`config.mk`:
```
export PLATFORM = sky130hd
export DESIGN_NAME = ebml_ram
export DESIGN_NICKNAME = d
export VERILOG_FILES = /design/src/sv/extent_block_map_lookup_unit_assert.svh /design/src/sv/ebml_ram.sv
export SDC_FILE = /design/constraint.sdc
export NUM_CORES = 1
export LEC_CHECK = 0
export ABC_AREA = 1
export BUFFER_PORTS_ARGS = -buffer_cell sky130_fd_sc_hd__buf_4
export CAP_MARGIN = 40
export CORE_UTILIZATION = 55
export CTS_CLUSTER_DIAMETER = 60
export DETAILED_ROUTE_END_ITERATION = 10
export PLACE_DENSITY = 0.77
export SLEW_MARGIN = 40
export SYNTH_ARGS = -nofsm -noshare
export SYNTH_HDL_FRONTEND = slang
export SYNTH_SLANG_ARGS = --single-unit
```
`constraint.sdc`:
```
create_clock -name clk_i -period 2.2 [get_ports clk_i]
set_input_delay 0.44 -clock clk_i [delete_from_list [all_inputs] [get_ports clk_i]]
set_output_delay 0.44 -clock clk_i [all_outputs]
set_load 0.03 [all_outputs]
```
`src/sv/extent_block_map_lookup_unit_assert.svh`:
```
// ----------------------------------------------------------------------------
// Assertion macros for the extent block map lookup unit
// Concurrent assertion wrappers. They expand to nothing when SYNTH is defined.
// ----------------------------------------------------------------------------
`ifndef EXTENT_BLOCK_MAP_LOOKUP_UNIT_ASSERT_SVH
`define EXTENT_BLOCK_MAP_LOOKUP_UNIT_ASSERT_SVH

`ifndef SYNTH
`define ASSERT_IMPLY(label, clk, rst_n, ante, cons, msg) \
  label: assert property (@(posedge clk) disable iff (!(rst_n)) (ante) |-> (cons)) \
    else $error(msg);
`define ASSERT_NEXT(label, clk, rst_n, ante, cons, msg) \
  label: assert property (@(posedge clk) disable iff (!(rst_n)) (ante) |=> (cons)) \
    else $error(msg);
`else
`define ASSERT_IMPLY(label, clk, rst_n, ante, cons, msg)
`define ASSERT_NEXT(label, clk, rst_n, ante, cons, msg)
`endif

`endif

```
`src/sv/ebml_ram.sv`:
```
// ----------------------------------------------------------------------------
// ebml_ram
// Generic single write port, single read port RAM with registered read data.
// ----------------------------------------------------------------------------
`timescale 1ns / 1ps
`default_nettype none

module ebml_ram #(
  parameter int WIDTH = 8,
  parameter int DEPTH = 16
) (
  input  wire logic                                      clk_i,
  input  wire logic                                      we_i,
  input  wire logic [((DEPTH > 1) ? $clog2(DEPTH) : 1)-1:0] waddr_i,
  input  wire logic [WIDTH-1:0]                          wdata_i,
  input  wire logic [((DEPTH > 1) ? $clog2(DEPTH) : 1)-1:0] raddr_i,
  output logic      [WIDTH-1:0]                          rdata_o
);

  logic [WIDTH-1:0] mem [DEPTH];
  logic [WIDTH-1:0] rdata_q;

  always_ff @(posedge clk_i) begin
    if (we_i) begin
      mem[waddr_i] <= wdata_i;
    end
    rdata_q <= mem[raddr_i];
  end

  assign rdata_o = rdata_q;

endmodule

`default_nettype wire

```
==> metrics.yaml <==
timing:
  max_freq_mhz: 691.4
  setup_tns_ns: 0
  fin_crit_ns: 1.446
  setup_viol: 0
  rsz0062_at_grt: "no"
  worstMarginPinSlew_ns: 0.6640
  slew_violations: 0
  fin_crit_sh: 0.6574
  hold_viol: 0
  holdWs_ns: 0.2401
  slew_headroom: 0.5557
  skew_ns: 0.008954
clocking:
  numCtsBuffers: 17
  cts_buffer_depth: 2
  post_cts_buffers: 0
  post_cts_resized: 0
  clk_latency_ns: 0.51
  path_clk_slew_ns: 0.06
  cts_hold_buffers: 0
  htreeDepth: 4
  cts_tree: "done"
  clock-sinks: 136
  cts-root-buf: "clkbuf_8"
finish:
  final_util: 0.6475
  fillCellCount: 760
  drive_gt1_frac: 0.1139
  syn2layout_area_growth_pct: 14.88
  nets: 602
  insertedDiodeCount: 0
drt:
  drc: 0
  postRouteAntennaNets: 0
  drt-wirelength-per-cell_microns: 16.90
  postRouteWirelength_microns: 12390
  vias: 3873
  drtIter0Drc: 371
  viasPerCell: 5.284
  drt_pass1_iterations: 5
synthesis:
  synthDistinctLibCells: 12
  yosys.area_share.simple: 0.2105
  synth-seq-cells: 136
  synth_area_leaders: "edfxtp_1 (67%), nand2_1 (11%), nand3_1 (8.4%)"
  synth_top_family_by_area: "simple AND/OR/NAND/NOR gates"
  yosysWarnings: 0
  synth_top_area_frac: 0.6665
  synth_compound_area_frac: 0
  synthCells: 551
  synth_top_cell_by_area: "edfxtp_1"
  avgSynthCellArea_sq_um: 10.47
  synthAdderAreaFrac: 0
  syn_nets: 569
  syn-cell-area_sq_mm: 0.005767
  synth_xor_area_frac: 0
  ys_seq_area_frac: 0.6943
  synthMuxAreaShare: 0
global_route:
  grt_max_degree: 65
  antenna_found_initial: 0
  grt_pass1_wl_microns: 19690
  grt_pass1_vias: 3804
  gr-total-overflow: 0
  groute.usage.overall: 0.2483
floorplanning:
  io_pins: 26
  die_w_microns: 104.4
  die_y_microns: 104.4
  dieArea_sq_mm: 0.01090
  initial_core_util: 0.5637
  rows: 37
  coreArea_sq_mm: 0.01023
worst_setup_path:
  cpPeakStageDelay_ns: 0.33
  crit_required_ns: 1.76
  critPathMaxFanout: 1
  end_kind: "output port"
  worstSetupPathType: "register to output port"
  path_buf_inv: 1
  cp_slowest_cell: "dfxtp_1"
  cp_top_family: "flip-flops"
  start_kind: "register"
  cp_cell_sequence: "buf_4"
  arrival_ns: 1.01
power:
  cellPowerDensity_mw_per_mm2: 896.5
  p_leak_nw: 2.880
  ir_worst_vdd_uv: 621.7
min_path:
  min_path_type: "input pin to register"
flow_run:
  cap_violations: 0
place:
  gp_congestion: 0.8830
  hpwl_microns: 7478
  io_buffers: 25
run_status:
  status: "finished, final reports clean"
==> worst reg2reg max path, stage by stage, from the launching register on <==
cell and delay (ns):
edfxtp_1 0.37, inv_1 0.07, nand2_1 0.06, nand3_1 0.12
nand3_1 0.11, nand3_1 0.18, nand2_1 0.07
==> area by class of cell <==
cell class	instances	area (sq um)	area share
clock inverters	9	100.1	0.01511
repair buffers	38	297.8	0.04495
well taps	136	170.2	0.02568
clock buffers	23	456.7	0.06893
multi-input cells	289	1214	0.1832
inverters	102	382.9	0.05779
flip-flops and latches	136	4004	0.6043
==> synth_stat cells, drive strengths merged <==
cell,instances
buf,24
dfxtp,8
edfxtp,128
inv,102
nand2,173
nand3,97
nand3b,2
nor2,17
==> worst paths after layout <==
check,from,end,slack [ns],cells past startpoint
hold reg to reg,mem[10][4],rdata_o[4],0.67,6
hold / removal,raddr_i[3],rdata_o[7],0.24,3
setup / recovery,rdata_o[3],rdata_o[3],0.75,1
setup reg to reg,mem[3][7],rdata_o[7],1.12,6
==> stage by stage <==
| step | setup slack, ns | total power [mW] | instance area, sq um | instances |
|---|---|---|---|---|
| after global placement | 0.5504 | 3.341 | 6068 | 701 |
| after global routing | 0.7231 | 6.123 | 6625 | 733 |
| final | 0.7537 | 5.939 | 6625 | 733 |
| after CTS | 0.7236 | 5.969 | 6625 | 733 |
| after floorplan | 0.8092 | 3.203 | 5767 | 551 |
| after detailed placement | 0.4707 | 3.354 | 6068 | 701 |
==> cells in the final DEF, fill, tap and decap left out <==
master,n
clkinv_2,5
clkbuf_8,3
buf_4,37
nand3_1,97
nand3b_1,2
inv_1,100
edfxtp_1,128
inv_2,2
clkinvlp_4,2
clkbuf_16,16
nor2_1,17
nand2_1,173
dfxtp_1,8
buf_12,1
clkbuf_1,4
bufinv_16,2
==> where the power goes <==
| part | switching [mW] | internal (mW) |
|---|---|---|
| Clock | 0.972 | 1.66 |
| Sequential | 0.0165 | 2.90 |
| Combinational | 0.274 | 0.118 |
| Total | 1.26 | 4.68 |
==> state kept, by name, indices dropped and copies added, names as in the netlist <==
name	cells
rdata_o	8
mem	128
==> kinds of logic (layout without fill, tap and decap cells) <==
family,after synthesis,in the layout
buf+inv,126,172
flops,136,136
simple gates,289,289
==> per-layer routing <==
metal,vias to the layer above,GRT usage,wire (microns)
li1,1836,-,-
met1,1823,0.3274,5084
met2,172,0.3893,5931
met3,42,0.05075,880
met4,0,0.1327,491
met5,-,0,0
Note: power is estimated with default switching activity, not from simulation.
