[src/sv/extent_block_map_lookup_unit_assert.svh]
// ----------------------------------------------------------------------------
// Assertion macros for the extent block map lookup unit
// Concurrent assertion wrappers. They expand to nothing when SYNTH is defined.
// ----------------------------------------------------------------------------
`ifndef EXTENT_BLOCK_MAP_LOOKUP_UNIT_ASSERT_SVH
`define EXTENT_BLOCK_MAP_LOOKUP_UNIT_ASSERT_SVH

`ifndef SYNTH
`define ASSERT_IMPLY(label, clk, rst_n, ante, cons, msg) \
  label: assert property (@(posedge clk) disable iff (!(rst_n)) (ante) |-> (cons)) \
    else $error(msg);
`define ASSERT_NEXT(label, clk, rst_n, ante, cons, msg) \
  label: assert property (@(posedge clk) disable iff (!(rst_n)) (ante) |=> (cons)) \
    else $error(msg);
`else
`define ASSERT_IMPLY(label, clk, rst_n, ante, cons, msg)
`define ASSERT_NEXT(label, clk, rst_n, ante, cons, msg)
`endif

`endif

[src/sv/ebml_pkg.sv]
// ----------------------------------------------------------------------------
// ebml_pkg
// Shared sizes, types and codes of the extent block map lookup unit.
// ----------------------------------------------------------------------------
`timescale 1ns / 1ps
`default_nettype none

package ebml_pkg;

  localparam int TREE_ENTRIES = 512;
  localparam int INLINE_SLOTS = 4;
  localparam int BLOCK_BYTES  = 4096;

  localparam int OP_W    = 2;
  localparam int SLOT_W  = 9;
  localparam int START_W = 20;
  localparam int PHYS_W  = 32;
  localparam int LEN_W   = 16;
  localparam int BOFF_W  = 32;
  localparam int DEV_W   = 8;
  localparam int OIB_W   = 12;
  localparam int BIB_W   = 13;

  localparam int BLK_SHIFT = $clog2(BLOCK_BYTES);
  localparam int LB_W      = BOFF_W - BLK_SHIFT;
  localparam int BB_W      = BLK_SHIFT + 1;
  localparam int CMP_W     = ((LB_W > START_W) ? LB_W : START_W) + 1;
  localparam int DLT_W     = CMP_W - 1;
  localparam int TREE_AW   = (TREE_ENTRIES > 1) ? $clog2(TREE_ENTRIES) : 1;
  localparam int INL_AW    = (INLINE_SLOTS > 1) ? $clog2(INLINE_SLOTS) : 1;

  typedef logic [LB_W-1:0]      ebml_lb_t;
  typedef logic [BLK_SHIFT-1:0] ebml_within_t;
  typedef logic [BB_W-1:0]      ebml_bb_t;
  typedef logic [CMP_W-1:0]     ebml_cmp_t;
  typedef logic [DLT_W-1:0]     ebml_dlt_t;
  typedef logic [TREE_AW-1:0]   ebml_taddr_t;
  typedef logic [INL_AW-1:0]    ebml_iidx_t;
  typedef logic [OIB_W-1:0]     ebml_oib_t;
  typedef logic [BIB_W-1:0]     ebml_bib_t;
  typedef logic [PHYS_W-1:0]    ebml_phys_t;

  typedef struct packed {
    logic [START_W-1:0] start;
    logic [PHYS_W-1:0]  phys;
    logic [LEN_W-1:0]   len;
    logic               hole;
  } ebml_ext_t;

  typedef struct packed {
    logic              hit;
    logic [PHYS_W-1:0] blk;
  } ebml_match_t;

  typedef enum logic [OP_W-1:0] {
    OP_WR_INLINE = 2'd0,
    OP_WR_TREE   = 2'd1,
    OP_LOOKUP    = 2'd2
  } ebml_op_e;

  typedef enum logic [2:0] {
    ST_CLEAR,
    ST_IDLE,
    ST_INLINE,
    ST_TREE,
    ST_DONE
  } ebml_state_e;

endpackage

`default_nettype wire

[src/sv/ebml_match.sv]
// ----------------------------------------------------------------------------
// ebml_match
// Shared extent compare unit: coverage test and physical block translation.
// ----------------------------------------------------------------------------
`timescale 1ns / 1ps
`default_nettype none

module ebml_match (
  input  wire ebml_pkg::ebml_ext_t   ext_i,
  input  wire ebml_pkg::ebml_lb_t    lb_i,
  output ebml_pkg::ebml_match_t      res_o
);

  ebml_pkg::ebml_cmp_t diff;
  ebml_pkg::ebml_dlt_t delta;
  logic                ge;
  logic                in_len;

  always_comb begin
    diff   = ebml_pkg::ebml_cmp_t'(lb_i) - ebml_pkg::ebml_cmp_t'(ext_i.start);
    ge     = ~diff[ebml_pkg::CMP_W-1];
    delta  = diff[ebml_pkg::DLT_W-1:0];
    in_len = delta < ebml_pkg::ebml_dlt_t'(ext_i.len);
    res_o.hit = (ext_i.len != '0) && ge && in_len;
    res_o.blk = ext_i.hole ? '0 : ext_i.phys + ebml_pkg::ebml_phys_t'(delta);
  end

endmodule

`default_nettype wire

[config.mk]
export PLATFORM = sky130hd
export DESIGN_NAME = ebml_match
export DESIGN_NICKNAME = d
export VERILOG_FILES = /design/src/sv/extent_block_map_lookup_unit_assert.svh /design/src/sv/ebml_pkg.sv /design/src/sv/ebml_match.sv
export SDC_FILE = /design/constraint.sdc
export NUM_CORES = 1
export LEC_CHECK = 0
export BUFFER_PORTS_ARGS = -buffer_cell sky130_fd_sc_hd__buf_2
export CELL_PAD_IN_SITES_DETAIL_PLACEMENT = 1
export CELL_PAD_IN_SITES_GLOBAL_PLACEMENT = 1
export CORE_MARGIN = 3
export CORE_UTILIZATION = 35
export DETAILED_ROUTE_END_ITERATION = 8
export GPL_ROUTABILITY_DRIVEN = 0
export PLACE_DENSITY_LB_ADDON = 0.1
export SYNTH_ARGS = -nofsm -noshare
export SYNTH_HDL_FRONTEND = slang
export SYNTH_SLANG_ARGS = --single-unit
export TNS_END_PERCENT = 5
[constraint.sdc]
create_clock -name vclk -period 6.4
set_input_delay 0.96 -clock vclk [all_inputs]
set_output_delay 0.96 -clock vclk [all_outputs]
set_load 0.1 [all_outputs]
==> impl_metrics.toml, run 1 <==
[run_status]
status = "completed"

[yosys]
synth_common_cells = "ha_1, inv_1, a21oi_1, nor2_1, xnor2_1"
synth_area_leaders = "ha_1, xnor2_1, a21oi_1"
synth_top_area_share_pct = 25.8
postSynthAreaPerCell_um2 = 6.99
synthesis.nets = 559
ys_warn_count = 0
synth_cell_types = 59
yosysMostFrequentCell = "ha_1"
syn_area_um2 = 2860
syn_inst = 409
synth_top_cell_by_area = "ha_1"
yosysSeqAreaShare_pct = 0

[min_path]
hold_path.class = "input pin to output pin"

[die]
start_util_pct = 36.4
die_area_um2 = 9290
die_w_um = 96.4
ioPinCount = 122
die_y_um = 96.4
rows = 32
core-area_um2 = 7850

[sta]
fmax_mhz = 163
holdWs_ns = 2.34
slew_headroom_pct = 57.4
tightest_slew_ns = 0.640
maxSlewViolCount = 0
finalHoldViolations = 0
rsz0062_at_grt = "true"
period_minus_slack_ns = 6.13
period_share_pct = 95.9
final-setup-viol-count = 0

[drt]
ant_nets = 0
dr.pass1.iters = 4
wl_per_cell_um = 15.3
routed_via_density = 5.52
post-route-drc-count = 0
drt-total-wl_um = 9640
drt_iter0_drc = 44
vias = 3465

[global_routing]
grt_pass1_wl_um = 15300
grt_overflow = 0
grt_usage_pct = 20.0
antenna_found_initial = 0
grt_start_max_net_pins = 39
grt_pass1_vias = 3487

[critical_path]
critPathMaxFanout = 5
path_class = "input pin to output pin"
cp.arrival_ns = 5.17
crit_path_end_kind = "output pin"
startpoint_type = "input pin"
worst_ep_required_time_ns = 5.44

[cells_and_area]
drive_gt1_share_pct = 27.6
nFlopsAndLatches = 0
final-instance-count-excl-fill = 628
fin_area_um2 = 3770
area_growth_pct = 31.8
nFillCells = 1078
nNetsFinal = 678
num-clock-buffers = 0
register_area_um2 = 0
finish.utilization_pct = 48.0
diodes = 0
multiInputGateArea_um2 = 2680

[placed_design]
numPortBuffers = 122
hpwl_um = 8630
placed_area_um2 = 3740
post-place-cells = 628

[power]
ir_drop_uv = 70.2
p_per_area_nw_per_um2 = 252
power.total_w = 0.000949
p_leak_nw = 1.97

[job]
drv_cap = 0

[cts]
postCtsHoldBufs = 0
[through the flow]
step | setup TNS (ns) | worst slack [ns]
after floorplan | -2.35 | -0.411
after global placement | 0 | 0.252
after detailed placement | 0 | 0.126
after CTS | 0 | 0.109
after global routing | -0.229 | -0.0820
final | 0 | 0.265
[layout by cell type (no fill, tap or decap), drive strengths merged, types with 3 or more instances in the layout]
cell / instances
o21a: 8
or3: 7
nor2b: 9
a211oi: 6
o21bai: 3
a211o: 3
xnor2: 22
and3: 7
nor2: 34
nand3: 15
a21o: 18
inv: 45
and2: 3
a2111oi: 4
clkbuf: 3
a21oi: 35
and2b: 3
nand2: 20
o21ai: 21
o221ai: 3
nor3: 10
nand4: 8
and4: 5
buf: 122
o211ai: 3
nor4: 7
ha: 59
xor2: 12
nor3b: 3
a31oi: 3
[cell families after synthesis]
logic type | Yosys count | synth area share (%)
buffers and inverters | 53 | 7.31
AND/OR/NAND/NOR | 139 | 26.0
AO/OA/AOI/OAI | 121 | 28.8
multiplexers | 1 | 0.350
XOR/XNOR | 34 | 10.4
adder cells (fa/ha/maj) | 61 | 27.2
[worst max-delay path: stages]
cell and delay [ns]:
buf_2 0.10, inv_1 0.05, ha_1 0.17, inv_1 0.06, fa_1 0.41, a21oi_2 0.19
inv_1 0.06, a21oi_1 0.24, o21bai_1 0.09, a21oi_1 0.18, xnor2_1 0.15, ha_1 0.27
or4_4 0.51, o22ai_2 0.20, o21ai_2 0.13, a211o_2 0.36, a211o_1 0.36, and3_1 0.19
a311o_1 0.31, buf_12 0.18
[what timing repair did]
action                     in CTS  in global routing
buffers inserted                0                  0
resized for setup               0                  8
setup endpoints to repair       0                 17
[cell type report]
type,count,area share (%)
Timing Repair Buffer,125,21.0
Multi-Input combinational cell,356,71.1
Inverter,45,4.48
Tap cell,102,3.39
[power by group]
part	internal, W	switching, W
clock network	0	0
logic	0.000288	0.000661
registers	0	0
total	0.000288	0.000661
[path summary, 6_finish.rpt]
| kind | from | to | slack, ns | cells past startpoint |
|---|---|---|---|---|
| setup / recovery | lb_i[0] | res_o[26] | 0.27 | 20 |
| hold / removal | ext_i[48] | res_o[31] | 2.34 | 4 |
[per-layer routing]
| layer | share of wire, % | vias to the layer above | track usage (%) |
|---|---|---|---|
| li1 | - | 1741 | - |
| met1 | 44 | 1614 | 24.7 |
| met2 | 49 | 94 | 37.8 |
| met3 | 5.3 | 16 | 1.47 |
| met4 | 1.9 | 0 | 3.86 |
| met5 | 0 | - | 0 |
No activity file was read; power rests on OpenSTA's default activity.
==> run 2, diff against run 1 <==
--- a/config.mk
+++ b/config.mk
@@ -9,7 +9,7 @@
 export CELL_PAD_IN_SITES_DETAIL_PLACEMENT = 1
 export CELL_PAD_IN_SITES_GLOBAL_PLACEMENT = 1
 export CORE_MARGIN = 3
-export CORE_UTILIZATION = 35
+export CORE_UTILIZATION = 31
 export DETAILED_ROUTE_END_ITERATION = 8
 export GPL_ROUTABILITY_DRIVEN = 0
 export PLACE_DENSITY_LB_ADDON = 0.1
==> constraint.sdc (replaced) <==
create_clock -name vclk -period 5.1
set_input_delay 0.765 -clock vclk [all_inputs]
set_output_delay 0.765 -clock vclk [all_outputs]
set_load 0.1 [all_outputs]
==> impl_metrics.toml, run 2 (synthesis gave the netlist of run 1 again) <==
[drt]
routed_via_density = 5.35
post-route-drc-count = 0
wl_per_cell_um = 16.3
vias = 3889
drt-total-wl_um = 11900
dr.pass1.iters = 4
drt_iter0_drc = 61
ant_nets = 0

[sta]
holdWs_ns = 1.96
final-setup-viol-count = 14
fmax_mhz = 187
finalHoldViolations = 0
slew_headroom_pct = 35.2
tightest_slew_ns = 0.972
maxSlewViolCount = 0
period_share_pct = 105
rsz0062_at_grt = "true"
period_minus_slack_ns = 5.35
fin_ws_ns = -0.252

[run_status]
violations = "negative setup slack"
status = "finished with violations"

[min_path]
holdPathStages = 4
min_to = "res_o[31]"
hold_path.class = "input pin to output pin"
hold_start = "ext_i[48]"

[power]
p_per_area_nw_per_um2 = 315
ir_drop_uv = 134
p_leak_nw = 2.55

[critical_path]
startpoint_type = "input pin"
critPathMaxFanout = 5
cp.arrival_ns = 4.59
worst_ep_required_time_ns = 4.34
cpMaxStageDelayCell = "a2111o_1"
cpPeakStageDelay_ns = 0.47
crit_path_end_kind = "output pin"
crit_top_cell = "a21o_1"
path_class = "input pin to output pin"
cp_cell_sequence = "buf_6, inv_4, ha_4, inv_2, fa_2, a21oi_4, o21a_1, o221ai_2, a31oi_1, nor2b_1, o31a_1, ha_4, a21o_1, a21o_1, a21o_1, a2111o_1, o221ai_4, nor2b_2, xnor2_2, nor2_4, buf_12"

[placed_design]
hpwl_um = 9920
numPortBuffers = 122
placed_area_um2 = 4760

[cells_and_area]
fin_area_um2 = 5110
register_area_um2 = 0
multiInputGateArea_um2 = 3090
nFillCells = 1110
diodes = 0
drive_gt1_share_pct = 47.5
nNetsFinal = 771
num-clock-buffers = 0
area_growth_pct = 78.7
nFlopsAndLatches = 0
layout_commonest_cell = "buf_4"
final_cell_mix = "buf_4, buf_2, ha_1, inv_1, buf_12"

[cts]
postCtsHoldBufs = 0

[die]
die_w_um = 102
start_util_pct = 32.3
core-area_um2 = 8850
die_y_um = 102
die_area_um2 = 10400
rows = 34
ioPinCount = 122

[global_routing]
antenna_found_initial = 0
grt_pass1_wl_um = 18900
grt_start_max_net_pins = 39
grt_overflow = 0
grt_usage_pct = 21.7
grt_pass1_vias = 4087

[job]
drv_cap = 0
==> run 2: changes by cell type in the layout (fill, tap and decap cells not counted), moves of 8 or more <==
cell     delta
a21oi_1    -12
buf_12     +14
ha_1        -8
nor2_1     -11
buf_4      +92
buf_2      -15
==> run 2: worst max path at each step <==
stage / start / depth (start not counted) / to / slack (ns)
5_1_grt: ext_i[53] / 19 / res_o[21] / -0.49
3_3_place_gp: lb_i[0] / 21 / res_o[31] / -0.46
4_1_cts: lb_i[0] / 21 / res_o[23] / -0.37
2_1_floorplan: ext_i[61] / 13 / res_o[22] / -0.41
6_report: lb_i[0] / 21 / res_o[21] / -0.25
3_5_place_dp: lb_i[0] / 22 / res_o[21] / -0.66
==> run 2: cell type report <==
| cell class | instances | share of cell area, % |
|---|---|---|
| Inverter | 45 | 3.40 |
| Timing Repair Buffer | 217 | 33.4 |
| Multi-Input combinational cell | 357 | 60.5 |
| Tap cell | 108 | 2.64 |
==> run 2: critical path: cells and delay by family <==
kind | cells | cell delay (ns)
AOI/OAI and AO/OA | 10 | 2.26
xor gates and xnor gates | 1 | 0.23
adders and majority gates | 3 | 0.71
buffers and inverters | 4 | 0.37
and+or+nand+nor | 3 | 0.23
==> run 2: stage by stage <==
step | TNS [ns] | instances | power [W] | setup slack (ns) | utilization [%]
2_1_floorplan | -6.59 | 409 | 0.000947 | -0.407 | -
3_3_place_gp | -4.66 | 720 | 0.00146 | -0.458 | 53.8
3_5_place_dp | -7.44 | 720 | 0.00150 | -0.658 | 53.8
4_1_cts | -3.21 | 724 | 0.00156 | -0.373 | 55.7
5_1_grt | -5.70 | 727 | 0.00172 | -0.487 | 57.7
6_report | -2.26 | 727 | 0.00161 | -0.252 | 57.7
==> run 2: power by group <==
group	internal, W	switching [W]	total (W)
Combinational	0.000649	0.000960	0.00161
Clock	0	0	0
Sequential	0	0	0
==> run 2: routing by layer <==
| metal | GRT usage [%] | part of all wire, % |
|---|---|---|
| met4 | 2.52 | 1.8 |
| met2 | 42.4 | 53 |
| met5 | 0 | 0 |
| met1 | 26.9 | 42 |
| met3 | 0.887 | 3.6 |
==> run 2: timing repair <==
action                                  in CTS  in global routing
endpoints found under the setup margin      20                 21
buffers inserted                             3                  3
gates cloned                                 1                  0
gates resized for setup                     30                 31
pin swaps                                   29                 28
endpoints found under the hold margin        0                  0
